### src/sv/rbm_pkg.sv
// rbm_pkg: shared types, register indexes, level codes and defaults for the
// raid block mapper. No dependencies.

package rbm_pkg;

  // default sizing
  localparam int MAX_DISKS_DEF = 16;
  localparam int LBA_BITS_DEF  = 32;
  localparam int MAX_RUN_DEF   = 64;

  // field widths fixed by the interface
  localparam int LBA_W    = 32;
  localparam int COUNT_W  = 7;
  localparam int STRIP_W  = 16;
  localparam int DISKS_W  = 5;
  localparam int DISK_W   = 4;
  localparam int CFG_IDX_W = 2;

  // configuration register indexes
  localparam logic [CFG_IDX_W-1:0] REG_RAID_LEVEL   = 2'd0;
  localparam logic [CFG_IDX_W-1:0] REG_STRIP_BLOCKS = 2'd1;
  localparam logic [CFG_IDX_W-1:0] REG_DISK_COUNT   = 2'd2;

  // raid level codes
  localparam logic [1:0] LVL_STRIPE = 2'd0;
  localparam logic [1:0] LVL_MIRROR = 2'd1;
  localparam logic [1:0] LVL_PARITY = 2'd2;
  localparam logic [1:0] LVL_ROTATE = 2'd3;

  // sequencer states
  typedef enum logic [5:0] {
    S_IDLE = 6'b000001,
    S_DIVS = 6'b000010,
    S_DIVA = 6'b000100,
    S_DIVB = 6'b001000,
    S_MUL  = 6'b010000,
    S_OUT  = 6'b100000
  } state_t;

endpackage

### src/sv/raid_block_mapper_top.sv
// raid_block_mapper_top: maps a run of logical blocks to data disk, disk block
// and partner disk for RAID 0, 10, 4 and 5 with one shared restoring divider.
// Depends on rbm_pkg.
// Per block the divider first computes lba / strip, then the stripe division,
// then for levels 1 and 3 a second small division; the S_MUL state forms the
// strip product and S_OUT hands the result on. The blocks of a request are
// mapped one after another; the divider and output back-pressure set the rate.
// in_tready is high only when idle; the last result may wait while the next
// request is taken. Synchronous active-low reset clears control and config.

module raid_block_mapper_top #(
  parameter int MAX_DISKS = rbm_pkg::MAX_DISKS_DEF,
  parameter int LBA_BITS  = rbm_pkg::LBA_BITS_DEF,
  parameter int MAX_RUN   = rbm_pkg::MAX_RUN_DEF
) (
  input  logic        clk,
  input  logic        rst_n,
  // input items
  input  logic        in_tvalid,
  output logic        in_tready,
  input  logic [39:0] in_tdata,   // start_lba[31:0], block_count[38:32], zero pad
  // result items
  output logic        out_tvalid,
  input  logic        out_tready,
  output logic [47:0] out_tdata,  // data_disk[3:0], disk_block[35:4],
                                  // partner_disk[39:36], partner_used[40],
                                  // config_error[41], zero pad
  output logic        out_tlast,
  // configuration writes
  input  logic        cfg_valid,
  output logic        cfg_ready,
  input  logic [rbm_pkg::CFG_IDX_W-1:0] cfg_index,
  input  logic [15:0] cfg_data
);

  localparam int AW  = LBA_BITS;
  localparam int CW  = $clog2(AW);
  localparam int SW  = rbm_pkg::STRIP_W;
  localparam int DW  = rbm_pkg::DISKS_W;
  localparam int NW  = rbm_pkg::COUNT_W;

  // configuration registers
  logic [1:0]    raid_level_r;
  logic [SW-1:0] strip_blocks_r;
  logic [DW-1:0] disk_count_r;

  assign cfg_ready = 1'b1;

  always_ff @(posedge clk) begin
    if (!rst_n) begin
      raid_level_r   <= rbm_pkg::LVL_STRIPE;
      strip_blocks_r <= SW'(1);
      disk_count_r   <= DW'(1);
    end else if (cfg_valid && cfg_ready) begin
      case (cfg_index)
        rbm_pkg::REG_RAID_LEVEL:   raid_level_r   <= cfg_data[1:0];
        rbm_pkg::REG_STRIP_BLOCKS: strip_blocks_r <= cfg_data[SW-1:0];
        rbm_pkg::REG_DISK_COUNT:   disk_count_r   <= cfg_data[DW-1:0];
        default: ;
      endcase
    end
  end

  // effective geometry
  logic [SW-1:0] strip_eff;
  logic [DW-1:0] d_eff;
  logic [DW-1:0] half_eff;
  logic [DW-1:0] per_eff;
  logic          cfg_err;

  always_comb begin
    strip_eff = (strip_blocks_r == '0) ? SW'(1) : strip_blocks_r;
    cfg_err   = 1'b0;
    if (disk_count_r == '0) begin
      d_eff   = DW'(1);
      cfg_err = 1'b1;
    end else if (32'(disk_count_r) > 32'(MAX_DISKS)) begin
      d_eff   = DW'(MAX_DISKS);
      cfg_err = 1'b1;
    end else begin
      d_eff   = disk_count_r;
    end
    half_eff = (d_eff < DW'(2)) ? DW'(1) : (d_eff >> 1);
    per_eff  = (d_eff < DW'(2)) ? DW'(1) : (d_eff - DW'(1));
    case (raid_level_r) inside
      rbm_pkg::LVL_MIRROR: if (d_eff[0]) cfg_err = 1'b1;
      rbm_pkg::LVL_PARITY, rbm_pkg::LVL_ROTATE: if (d_eff < DW'(3)) cfg_err = 1'b1;
      default: ;
    endcase
  end

  // sequencer and datapath registers
  rbm_pkg::state_t state_r, state_nxt;
  logic [AW-1:0] addr_r, addr_nxt;
  logic [NW-1:0] left_r, left_nxt;
  logic [AW-1:0] s_r, s_nxt;
  logic [SW-1:0] o_r, o_nxt;
  logic [AW-1:0] stripe_r, stripe_nxt;
  logic [DW-1:0] ra_r, ra_nxt;
  logic [DW-1:0] rb_r, rb_nxt;
  logic [31:0]   prod_r, prod_nxt;

  // shared divider registers
  logic [AW-1:0] quo_r, quo_nxt;
  logic [SW-1:0] rem_r, rem_nxt;
  logic [SW-1:0] dvs_r, dvs_nxt;
  logic [CW-1:0] cnt_r, cnt_nxt;

  // output registers
  logic          out_valid_r, out_valid_nxt;
  logic          out_last_r, out_last_nxt;
  logic [47:0]   out_data_r, out_data_nxt;

  // one restoring division step
  logic [SW:0]   trial;
  logic [SW:0]   diff;
  logic          ge;
  logic [SW-1:0] rem_step;
  logic [AW-1:0] quo_step;

  always_comb begin
    trial    = {rem_r, quo_r[AW-1]};
    ge       = trial >= {1'b0, dvs_r};
    diff     = trial - {1'b0, dvs_r};
    rem_step = ge ? diff[SW-1:0] : trial[SW-1:0];
    quo_step = {quo_r[AW-2:0], ge};
  end

  // input field decode
  logic [AW+31:0] lba_ext;
  logic [AW-1:0]  lba_in;
  logic [NW-1:0]  count_in;
  logic [NW-1:0]  count_sat;
  logic [AW+31:0] stripe_ext;

  always_comb begin
    lba_ext    = {{AW{1'b0}}, in_tdata[31:0]};
    lba_in     = lba_ext[AW-1:0];
    count_in   = in_tdata[38:32];
    count_sat  = (count_in > NW'(MAX_RUN)) ? NW'(MAX_RUN) : count_in;
    stripe_ext = {32'b0, stripe_r};
  end

  // disk selection from the stored remainders
  logic [DW:0]   d6;
  logic [DW:0]   two6;
  logic [DW:0]   par6;
  logic [DW:0]   disk6;
  logic [DW:0]   part6;
  logic          used;

  always_comb begin
    d6    = {1'b0, d_eff};
    two6  = {rb_r, 1'b0};
    par6  = '0;
    disk6 = '0;
    part6 = '0;
    used  = 1'b1;
    case (raid_level_r)
      rbm_pkg::LVL_STRIPE: begin
        disk6 = {1'b0, ra_r};
        used  = 1'b0;
      end
      rbm_pkg::LVL_MIRROR: begin
        disk6 = (two6 >= d6) ? (two6 - d6) : two6;
        part6 = ((disk6 + (DW+1)'(1)) == d6) ? '0 : (disk6 + (DW+1)'(1));
      end
      default: begin
        par6  = (raid_level_r == rbm_pkg::LVL_PARITY) ? (d6 - (DW+1)'(1))
                                                      : {1'b0, rb_r};
        disk6 = ({1'b0, ra_r} >= par6) ? ({1'b0, ra_r} + (DW+1)'(1)) : {1'b0, ra_r};
        part6 = par6;
      end
    endcase
  end

  // sequencer
  logic [31:0] block_val;

  always_comb begin
    state_nxt     = state_r;
    addr_nxt      = addr_r;
    left_nxt      = left_r;
    s_nxt         = s_r;
    o_nxt         = o_r;
    stripe_nxt    = stripe_r;
    ra_nxt        = ra_r;
    rb_nxt        = rb_r;
    prod_nxt      = prod_r;
    quo_nxt       = quo_r;
    rem_nxt       = rem_r;
    dvs_nxt       = dvs_r;
    cnt_nxt       = cnt_r;
    out_valid_nxt = out_valid_r && !out_tready;
    out_last_nxt  = out_last_r;
    out_data_nxt  = out_data_r;
    block_val     = prod_r + {{(32-SW){1'b0}}, o_r};

    unique case (state_r)
      rbm_pkg::S_IDLE: begin
        if (in_tvalid) begin
          addr_nxt = lba_in;
          left_nxt = count_sat;
          if (count_sat != '0) begin
            quo_nxt   = lba_in;
            rem_nxt   = '0;
            dvs_nxt   = strip_eff;
            cnt_nxt   = CW'(AW - 1);
            state_nxt = rbm_pkg::S_DIVS;
          end
        end
      end

      // lba / strip
      rbm_pkg::S_DIVS: begin
        quo_nxt = quo_step;
        rem_nxt = rem_step;
        cnt_nxt = cnt_r - CW'(1);
        if (cnt_r == '0) begin
          s_nxt   = quo_step;
          o_nxt   = rem_step;
          quo_nxt = quo_step;
          rem_nxt = '0;
          cnt_nxt = CW'(AW - 1);
          case (raid_level_r)
            rbm_pkg::LVL_STRIPE: dvs_nxt = {{(SW-DW){1'b0}}, d_eff};
            rbm_pkg::LVL_MIRROR: dvs_nxt = {{(SW-DW){1'b0}}, half_eff};
            default:             dvs_nxt = {{(SW-DW){1'b0}}, per_eff};
          endcase
          state_nxt = rbm_pkg::S_DIVA;
        end
      end

      // stripe division: s by d, half or per
      rbm_pkg::S_DIVA: begin
        quo_nxt = quo_step;
        rem_nxt = rem_step;
        cnt_nxt = cnt_r - CW'(1);
        if (cnt_r == '0) begin
          stripe_nxt = quo_step;
          ra_nxt     = rem_step[DW-1:0];
          rem_nxt    = '0;
          cnt_nxt    = CW'(AW - 1);
          dvs_nxt    = {{(SW-DW){1'b0}}, d_eff};
          case (raid_level_r)
            rbm_pkg::LVL_MIRROR: begin
              quo_nxt   = s_r;
              state_nxt = rbm_pkg::S_DIVB;
            end
            rbm_pkg::LVL_ROTATE: begin
              quo_nxt   = quo_step;
              state_nxt = rbm_pkg::S_DIVB;
            end
            default: state_nxt = rbm_pkg::S_MUL;
          endcase
        end
      end

      // s mod d for mirrors, stripe mod d for rotating parity
      rbm_pkg::S_DIVB: begin
        quo_nxt = quo_step;
        rem_nxt = rem_step;
        cnt_nxt = cnt_r - CW'(1);
        if (cnt_r == '0) begin
          rb_nxt    = rem_step[DW-1:0];
          state_nxt = rbm_pkg::S_MUL;
        end
      end

      // low word of stripe * strip
      rbm_pkg::S_MUL: begin
        prod_nxt  = 32'(stripe_ext[31:0] * {{(32-SW){1'b0}}, strip_eff});
        state_nxt = rbm_pkg::S_OUT;
      end

      // hand the item to the output register, then next block
      rbm_pkg::S_OUT: begin
        if (!out_valid_r || out_tready) begin
          out_valid_nxt = 1'b1;
          out_last_nxt  = (left_r == NW'(1));
          out_data_nxt  = {6'b0, cfg_err, used, part6[3:0], block_val, disk6[3:0]};
          left_nxt      = left_r - NW'(1);
          addr_nxt      = addr_r + AW'(1);
          if (left_r == NW'(1)) begin
            state_nxt = rbm_pkg::S_IDLE;
          end else begin
            quo_nxt   = addr_r + AW'(1);
            rem_nxt   = '0;
            dvs_nxt   = strip_eff;
            cnt_nxt   = CW'(AW - 1);
            state_nxt = rbm_pkg::S_DIVS;
          end
        end
      end

      default: state_nxt = rbm_pkg::S_IDLE;
    endcase
  end

  // control registers
  always_ff @(posedge clk) begin
    if (!rst_n) begin
      state_r     <= rbm_pkg::S_IDLE;
      addr_r      <= '0;
      left_r      <= '0;
      out_valid_r <= 1'b0;
      cnt_r       <= '0;
    end else begin
      state_r     <= state_nxt;
      addr_r      <= addr_nxt;
      left_r      <= left_nxt;
      out_valid_r <= out_valid_nxt;
      cnt_r       <= cnt_nxt;
    end
  end

  // payload registers
  always_ff @(posedge clk) begin
    s_r        <= s_nxt;
    o_r        <= o_nxt;
    stripe_r   <= stripe_nxt;
    ra_r       <= ra_nxt;
    rb_r       <= rb_nxt;
    prod_r     <= prod_nxt;
    quo_r      <= quo_nxt;
    rem_r      <= rem_nxt;
    dvs_r      <= dvs_nxt;
    out_last_r <= out_last_nxt;
    out_data_r <= out_data_nxt;
  end

  assign in_tready  = (state_r == rbm_pkg::S_IDLE);
  assign out_tvalid = out_valid_r;
  assign out_tdata  = out_data_r;
  assign out_tlast  = out_last_r;

endmodule

### config.mk
export PLATFORM = sky130hd
export DESIGN_NAME = raid_block_mapper_top
export DESIGN_NICKNAME = d
export VERILOG_FILES = /design/src/sv/rbm_pkg.sv /design/src/sv/raid_block_mapper_top.sv
export SDC_FILE = /design/constraint.sdc
export NUM_CORES = 1
export LEC_CHECK = 0
export BUFFER_PORTS_ARGS = -buffer_cell sky130_fd_sc_hd__buf_2
export CORE_MARGIN = 2
export CORE_UTILIZATION = 35
export CTS_CLUSTER_DIAMETER = 200
export CTS_CLUSTER_SIZE = 25
export DETAILED_ROUTE_END_ITERATION = 6
export PLACE_DENSITY_LB_ADDON = 0.2
export SYNTH_ARGS = -nofsm -noshare
export SYNTH_HDL_FRONTEND = slang
export SYNTH_SLANG_ARGS = --single-unit
### constraint.sdc
create_clock -name clk -period 5.7 [get_ports clk]
set_clock_uncertainty 0.2 [all_clocks]
set_input_delay 0.57 -clock clk [delete_from_list [all_inputs] [get_ports clk]]
set_output_delay 0.57 -clock clk [all_outputs]
set_load 0.02 [all_outputs]
==> reports/summary.txt, run 1 <==
status = finished, violations left
violated checks = negative setup slack
data arrival time of the critical path = 6.26 ns
switching share of power = 39.3%
Synth area leader = edfxtp_1
Synth-to-Final Area Change = 15.6%
Placed Cells = 3,875
Reg power frac = 38.6%
number of flops mapped to enable cells by yosys = 229
via count = 19,800
DRC violation count after routing = 0
cell area after technology mapping = 26,500 um^2
DR vias/cell = 5.05
max_cap viols = 0
Post-DP HPWL = 56.9 mm
Hold Path Class = in -> reg
achievable clock frequency = 0.163 GHz
number of sinks driven by the clock tree = 303
GRT Total Usage = 18.9%
Boundary Pins = 115
buffers plus inverters on the worst setup path = 6
most frequent cells in the layout = nand2_1, inv_1, fa_1
Slew Viols, Final = 0
clock network power share = 15.5%
unrepaired setup endpoints after global routing = true
multi-input gate area in the final layout = 16,700 um^2
Setup TNS = -3.45 ns
latest clock arrival within the worst-skew pair = 0.56 ns
residual overflow from global routing = 0
area inside the core boundary = 74,800 um^2
Critical Path End Type = flop
asr flop ratio synth = 0%
Cell Count, Final, Fillers Out = 3,929
power density over the cells = 288 nW/um^2
Area after DPL = 29,600 um^2
main area contributors after synthesis = edfxtp_1, fa_1, inv_1, nand2_1, dfxtp_1
antenna violations before repair = 1
Cell variety after synth = 86
worst slew margin relative to its limit = 27.8%
critical-path cell with the highest stage delay = fa_1
height of the chip = 279 um
Worst EP required = 5.82 ns
DIE WIDTH = 279 um
Slew @ Worst Pin = 1.06 ns
final antenna-violating net count = 0
number of hold violations in the final report = 0
hold wc startpoint = in_tdata[32]
largest net degree at the start of global routing = 65
Min Clock Period, post-route = 6.14 ns
cell at the root of the clock tree = clkbuf_16
top cell family by delay on the critical path = adder cells
TritonCTS clock tree = done
number of register bits inferred by synthesis = 303
commonest non-fill, non-tap cell in the layout = nand2_1
detailed-route wire length = 72.9 mm
cell area after layout = 30,700 um^2
launch point of the worst path = stripe_r[5]
internal power summed over all cells = 0.00536 W
Worst Setup Path Type = reg -> reg
synth warn = 0
synthesized area divided by synthesized cell count = 9.70 um^2
global-route wire length before repair = 117 mm
Final #Nets = 3,436
net switching power = 0.00347 W
Inserted Clock Buffers = 16
top cell type's share of synthesized area = 25.9%
number of levels the H-tree was split into = 1
dominant register cell in the synthesized netlist = edfxtp_1
detailed router's first-iteration violation count = 1,351
FF+latch area = 8370 um^2
post-layout total power = 0.00884 W
number of global-route vias before repair = 20,900
fraction of the core area covered by cells at the end of the flow = 41.0%
Worst R2R Start = stripe_r[5]
most used cell, CP = fa_1
clock-pin slew of the registers on the worst-case setup and hold paths = 0.12 ns
die outline area = 78,100 um^2
maximum resistive drop on vdd = 0.197 mV
sequential share of the synthesized area = 31.5%
largest driver fanout on the critical path = 4
fillcell total = 7,319
buffer depth of the longest clock path = 3
Combinational Power Share = 45.9%
first drt pass iteration count = 5
type of element launching the critical path = flop
effective utilization at floorplan = 35.5%
global placer's final weighted congestion = 0.854
Routed WL per cell = 18.6 um
setup violators final = 16
fraction of the cycle the final worst path needs = 108%
buffers added on ports = 106
setup ws final = -0.440 ns
number of standard cells after synthesis = 2,737
highest cell delay on the worst timing path = 0.58 ns
crit-path cells = and2_4 > fa_1 > inv_2 > fa_1 > inv_2 > fa_1 > fa_2 > fa_1 > inv_1 > fa_1 > inv_2 > ha_4 > nand4_1 > nor4_4 > a32oi_2 > o211ai_1 > buf_4 > o211ai_1 > buf_4 > o21ai_4 > a31oi_1 > xnor2_1
fraction of layout cells with a size suffix above 1 = 16.7%
leakage component of the power = 12.8 nW
total number of placement rows = 100
logic make-up (layout without fill, tap and decap cells):
family                   after synthesis  count (layout)  synth area share, %
AO/OA/AOI/OAI                        419             419                 10.3
XOR/XNOR                             137             137                 4.52
adder cells (fa/ha/maj)              423             423                 28.6
buffers and inverters                545             762                 7.91
flip-flops                           303             303                 31.5
multiplexers                          30              30                 1.20
other                                  2               8               0.0283
AND/OR/NAND/NOR                      878             878                 15.9
sequential cells by signal (all words and copies together), names as in the netlist:
| signal | flops |
|---|---|
| out_tdata | 42 |
| addr_r | 32 |
| prod_r | 32 |
| quo_r | 32 |
| s_r | 32 |
| stripe_r | 32 |
| dvs_r | 16 |
| o_r | 16 |
| rem_r | 16 |
| strip_blocks_r | 16 |
| left_r | 7 |
| state_r | 6 |
| cnt_r | 5 |
| disk_count_r | 5 |
| ra_r | 5 |
| rb_r | 5 |
| raid_level_r | 2 |
| out_tlast | 1 |
| out_tvalid | 1 |
layer usage:
metal  vias to the layer above  routed length, um  track usage (%)
met5                         -                  0                0
met4                         0               1540             4.09
met3                        68               2980             1.55
met2                       418              34800             32.2
met1                     10000              33600             26.3
li1                       9323                  -                -
stage by stage:
step | hold slack [ns] | setup WS [ns]
after floorplan | 0.237 | -0.0157
after global placement | 0.249 | -0.512
after detailed placement | 0.270 | -0.595
after CTS | 0.0492 | -0.408
after global routing | 0.0707 | -0.626
final | 0.0793 | -0.440
cells in the mapped netlist, drive strengths merged, types with 8 or more instances:
master / number
nor4: 12
fa: 307
nor3: 32
inv: 400
a21o: 26
a22oi: 13
o21a: 20
ha: 116
nand2b: 15
nor2: 105
a31oi: 11
a21boi: 18
mux2: 14
mux2i: 16
xor2: 41
buf: 19
edfxtp: 229
a222oi: 8
a211oi: 14
xnor2: 96
nand4: 12
dfxtp: 74
o21ai: 98
nand2: 397
and2: 158
a21oi: 117
a32o: 16
nor2b: 34
clkbuf: 125
nand3: 45
and3: 27
nor3b: 8
tightest hold or removal path, stage by stage:
cell and delay, ns:
buf_2 0.11, nand3_1 0.06, a21boi_1 0.06
area by class of cell:
type	count	share of cell area (%)
flip-flops and latches	303	27.3
clock inverters	3	0.126
clock buffers	24	1.47
well taps	969	3.95
diodes	1	0.00815
inverters	401	4.90
repair buffers	334	7.91
multi-input cells	1894	54.4
power by group through the flow:
| stage | Sequential [W] | Clock, W | Combinational (W) |
|---|---|---|---|
| after detailed placement | 0.00346 | 0 | 0.00384 |
| after CTS | 0.00341 | 0.00143 | 0.00403 |
| final | 0.00341 | 0.00137 | 0.00406 |
| after global placement | 0.00344 | 0 | 0.00379 |
| after floorplan | 0.00330 | 0 | 0.00269 |
| after global routing | 0.00346 | 0.00150 | 0.00452 |
path summary, 6_finish.rpt:
path	slack, ns	cells after the start	end
min reg2reg	0.28	0	s_r[12]
max	-0.44	22	prod_r[31]
min	0.08	3	left_r[0]
max reg2reg	-0.44	22	prod_r[31]
timing repair:
action,in CTS,in global routing
pin swaps,35,29
gates cloned,0,0
hold buffers,0,0
setup buffers,18,10
endpoints found under the hold margin,0,0
endpoints found under the setup margin,16,18
resized for setup,75,47
Note: power is estimated with default switching activity, not from simulation.
==> inputs of run 2 (changes only) <==
--- a/config.mk
+++ b/config.mk
@@ -12,6 +12,7 @@
 export CTS_CLUSTER_SIZE = 25
 export DETAILED_ROUTE_END_ITERATION = 6
 export PLACE_DENSITY_LB_ADDON = 0.2
+export SKIP_LAST_GASP = 1
 export SYNTH_ARGS = -nofsm -noshare
 export SYNTH_HDL_FRONTEND = slang
 export SYNTH_SLANG_ARGS = --single-unit
==> run 2 against run 1 <==
  * The run still ends with negative setup slack left
  * Clock power about the same
  * Wire length decreased by 0.19%
  * Sequential power about the same
  * Via count about the same
  * Maximum frequency about the same
  * Flip-flop and latch count unchanged
  * First-iteration DRC count decreased by 0.74%
  * Worst hold slack about the same
  * Sequential share of layout area about the same
  * Final area about the same
  * Global-route usage unchanged
  * Die area unchanged
==> reports/summary.txt, run 2 (same netlist as run 1, synthesis figures left out) <==
Reg power frac = 38.6% (about the same)
global placer's final weighted congestion = 0.854 (unchanged)
Slew @ Worst Pin = 1.06 ns (+0.00128 ns)
cell at the root of the clock tree = clkbuf_16
commonest non-fill, non-tap cell in the layout = nand2_1
Combinational Power Share = 45.9% (about the same)
fraction of layout cells with a size suffix above 1 = 16.6% (-0.14 points)
Min Clock Period, post-route = 6.15 ns (+0.00562 ns)
worst slew margin relative to its limit = 27.7% (-0.088 points)
internal reg-to-reg setup slack = -0.45 ns (about the same)
final antenna-violating net count = 0 (unchanged)
number of hold violations in the final report = 0 (unchanged)
area inside the core boundary = 74,800 um^2 (unchanged)
detailed-route wire length = 72.8 mm (-0.19%)
unrepaired setup endpoints after global routing = true
TritonCTS clock tree = done
detailed router's first-iteration violation count = 1,341 (-0.74%)
largest driver fanout on the critical path = 4 (unchanged)
Slew Viols, Final = 0 (unchanged)
violated checks = negative setup slack
leakage component of the power = 12.8 nW (about the same)
Post-CTS Hold Buffers = 0 (unchanged)
switching share of power = 39.3% (about the same)
Worst Setup Path Type = reg -> reg
number of flip-flops in the largest register = 42 (unchanged)
max_cap viols = 0 (unchanged)
achievable clock frequency = 0.163 GHz (about the same)
maximum resistive drop on vdd = 0.198 mV (+0.32%)
Critical Path End Type = flop
net switching power = 0.00347 W (about the same)
post-layout total power = 0.00883 W (about the same)
number of global-route vias before repair = 20,900 (unchanged)
latest clock arrival within the worst-skew pair = 0.56 ns (about the same)
data arrival time of the critical path = 6.26 ns (about the same)
Boundary Pins = 115 (unchanged)
Inserted Clock Buffers = 16 (unchanged)
first drt pass iteration count = 6 (+1)
DIE WIDTH = 279 um (unchanged)
most frequent cells in the layout = nand2_1, inv_1, fa_1
height of the chip = 279 um (unchanged)
Synth-to-Final Area Change = 15.6% (about the same)
fillcell total = 7,316 (-0.041%)
DRC violation count after routing = 0 (unchanged)
power density over the cells = 288 nW/um^2 (about the same)
Routed WL per cell = 18.5 um (-0.19%)
total number of placement rows = 100 (unchanged)
effective utilization at floorplan = 35.5% (unchanged)
global-route wire length before repair = 117 mm (unchanged)
type of element launching the critical path = flop
via count = 19,800 (-0.066%)
Post-DP HPWL = 56.9 mm (unchanged)
worst slack, placed = -0.595 ns (unchanged)
die outline area = 78,100 um^2 (unchanged)
buffers added on ports = 106 (unchanged)
Final #Nets = 3,436 (unchanged)
Worst EP required = 5.82 ns (about the same)
residual overflow from global routing = 0 (unchanged)
fraction of the cycle the final worst path needs = 108% (about the same)
antenna violations before repair = 1 (unchanged)
clock-pin slew of the registers on the worst-case setup and hold paths = 0.12 ns (about the same)
setup violators final = 16 (unchanged)
number of sinks driven by the clock tree = 303 (unchanged)
DR vias/cell = 5.05 (about the same)
setup ws final = -0.446 ns (-0.00562 ns)
number of levels the H-tree was split into = 1 (unchanged)
clock network power share = 15.5% (about the same)
GRT Total Usage = 18.9% (unchanged)
largest net degree at the start of global routing = 65 (unchanged)
internal power summed over all cells = 0.00536 W (about the same)
status = finished, violations left
buffer depth of the longest clock path = 3 (unchanged)
Hold Path Class = in -> reg
run 2: final timing paths:
kind | depth (start not counted) | start | to
worst max register to register | 22 | stripe_r[5] | prod_r[31]
worst min-delay path | 3 | in_tdata[32] | left_r[0]
worst max-delay path | 22 | stripe_r[5] | prod_r[31]
worst min register to register | 0 | quo_r[11] | s_r[12]
run 2: cell type report:
type                    count  area [um^2]  share of cell area (%)
multi-input cells        1894        16700                    54.3
flip-flops and latches    303         8370                    27.3
repair buffers            334         2430                    7.92
inverters                 401         1510                    4.91
well taps                 969         1210                    3.95
clock buffers              24          452                    1.47
clock inverters             3         38.8                   0.126
diodes                      1         2.50                 0.00816
run 2: metrics by stage:
step / hold slack (ns) / utilization (%) / TNS (ns) / cells / instance area (um^2)
finish: 0.0793 / 41.0 / -3.45 / 3929 / 30700
global route: 0.0707 / 41.0 / -6.79 / 3928 / 30700
CTS: 0.0492 / 40.7 / -3.44 / 3919 / 30500
detailed placement: 0.270 / 39.5 / -6.39 / 3875 / 29600
global placement: 0.249 / 39.5 / -5.04 / 3875 / 29600
floorplan: 0.237 / - / -0.0157 / 2742 / 26800
run 2: repair_timing:
| action | in CTS | in global routing |
|---|---|---|
| setup endpoints to repair | 16 | 18 |
| endpoints found under the hold margin | 0 | 0 |
| setup buffers | 18 | 10 |
| gates resized for setup | 75 | 43 |
| pin swaps | 35 | 29 |
run 2: layer usage:
| layer | wire (um) | track usage (%) | part of all wire (%) | up-vias |
|---|---|---|---|---|
| met5 | 0 | 0 | 0 | - |
| met4 | 1560 | 4.09 | 2.1 | 0 |
| met3 | 2720 | 1.55 | 3.7 | 72 |
| met2 | 34800 | 32.2 | 48 | 394 |
| met1 | 33700 | 26.3 | 46 | 10000 |
| li1 | - | - | - | 9327 |
run 2: power groups by stage:
stage / logic [W] / registers (W) / clock network, W
6_report: 0.00405 / 0.00341 / 0.00137
5_1_grt: 0.00452 / 0.00346 / 0.00150
4_1_cts: 0.00403 / 0.00341 / 0.00143
3_5_place_dp: 0.00384 / 0.00346 / 0
3_3_place_gp: 0.00379 / 0.00344 / 0
2_1_floorplan: 0.00269 / 0.00330 / 0
run 2: critical path, stage by stage (launching register included):
cell and delay [ns]:
edfxtp_1 0.49, and2_4 0.19, fa_1 0.54, inv_2 0.04
fa_1 0.51, inv_2 0.04, fa_1 0.58, fa_2 0.46
fa_1 0.52, inv_1 0.05, fa_1 0.49, inv_2 0.05
ha_4 0.27, nand4_1 0.17, nor4_4 0.26, a32oi_2 0.14
o211ai_1 0.13, buf_4 0.18, o211ai_1 0.08, buf_4 0.16
o21ai_4 0.14, a31oi_1 0.11, xnor2_1 0.13
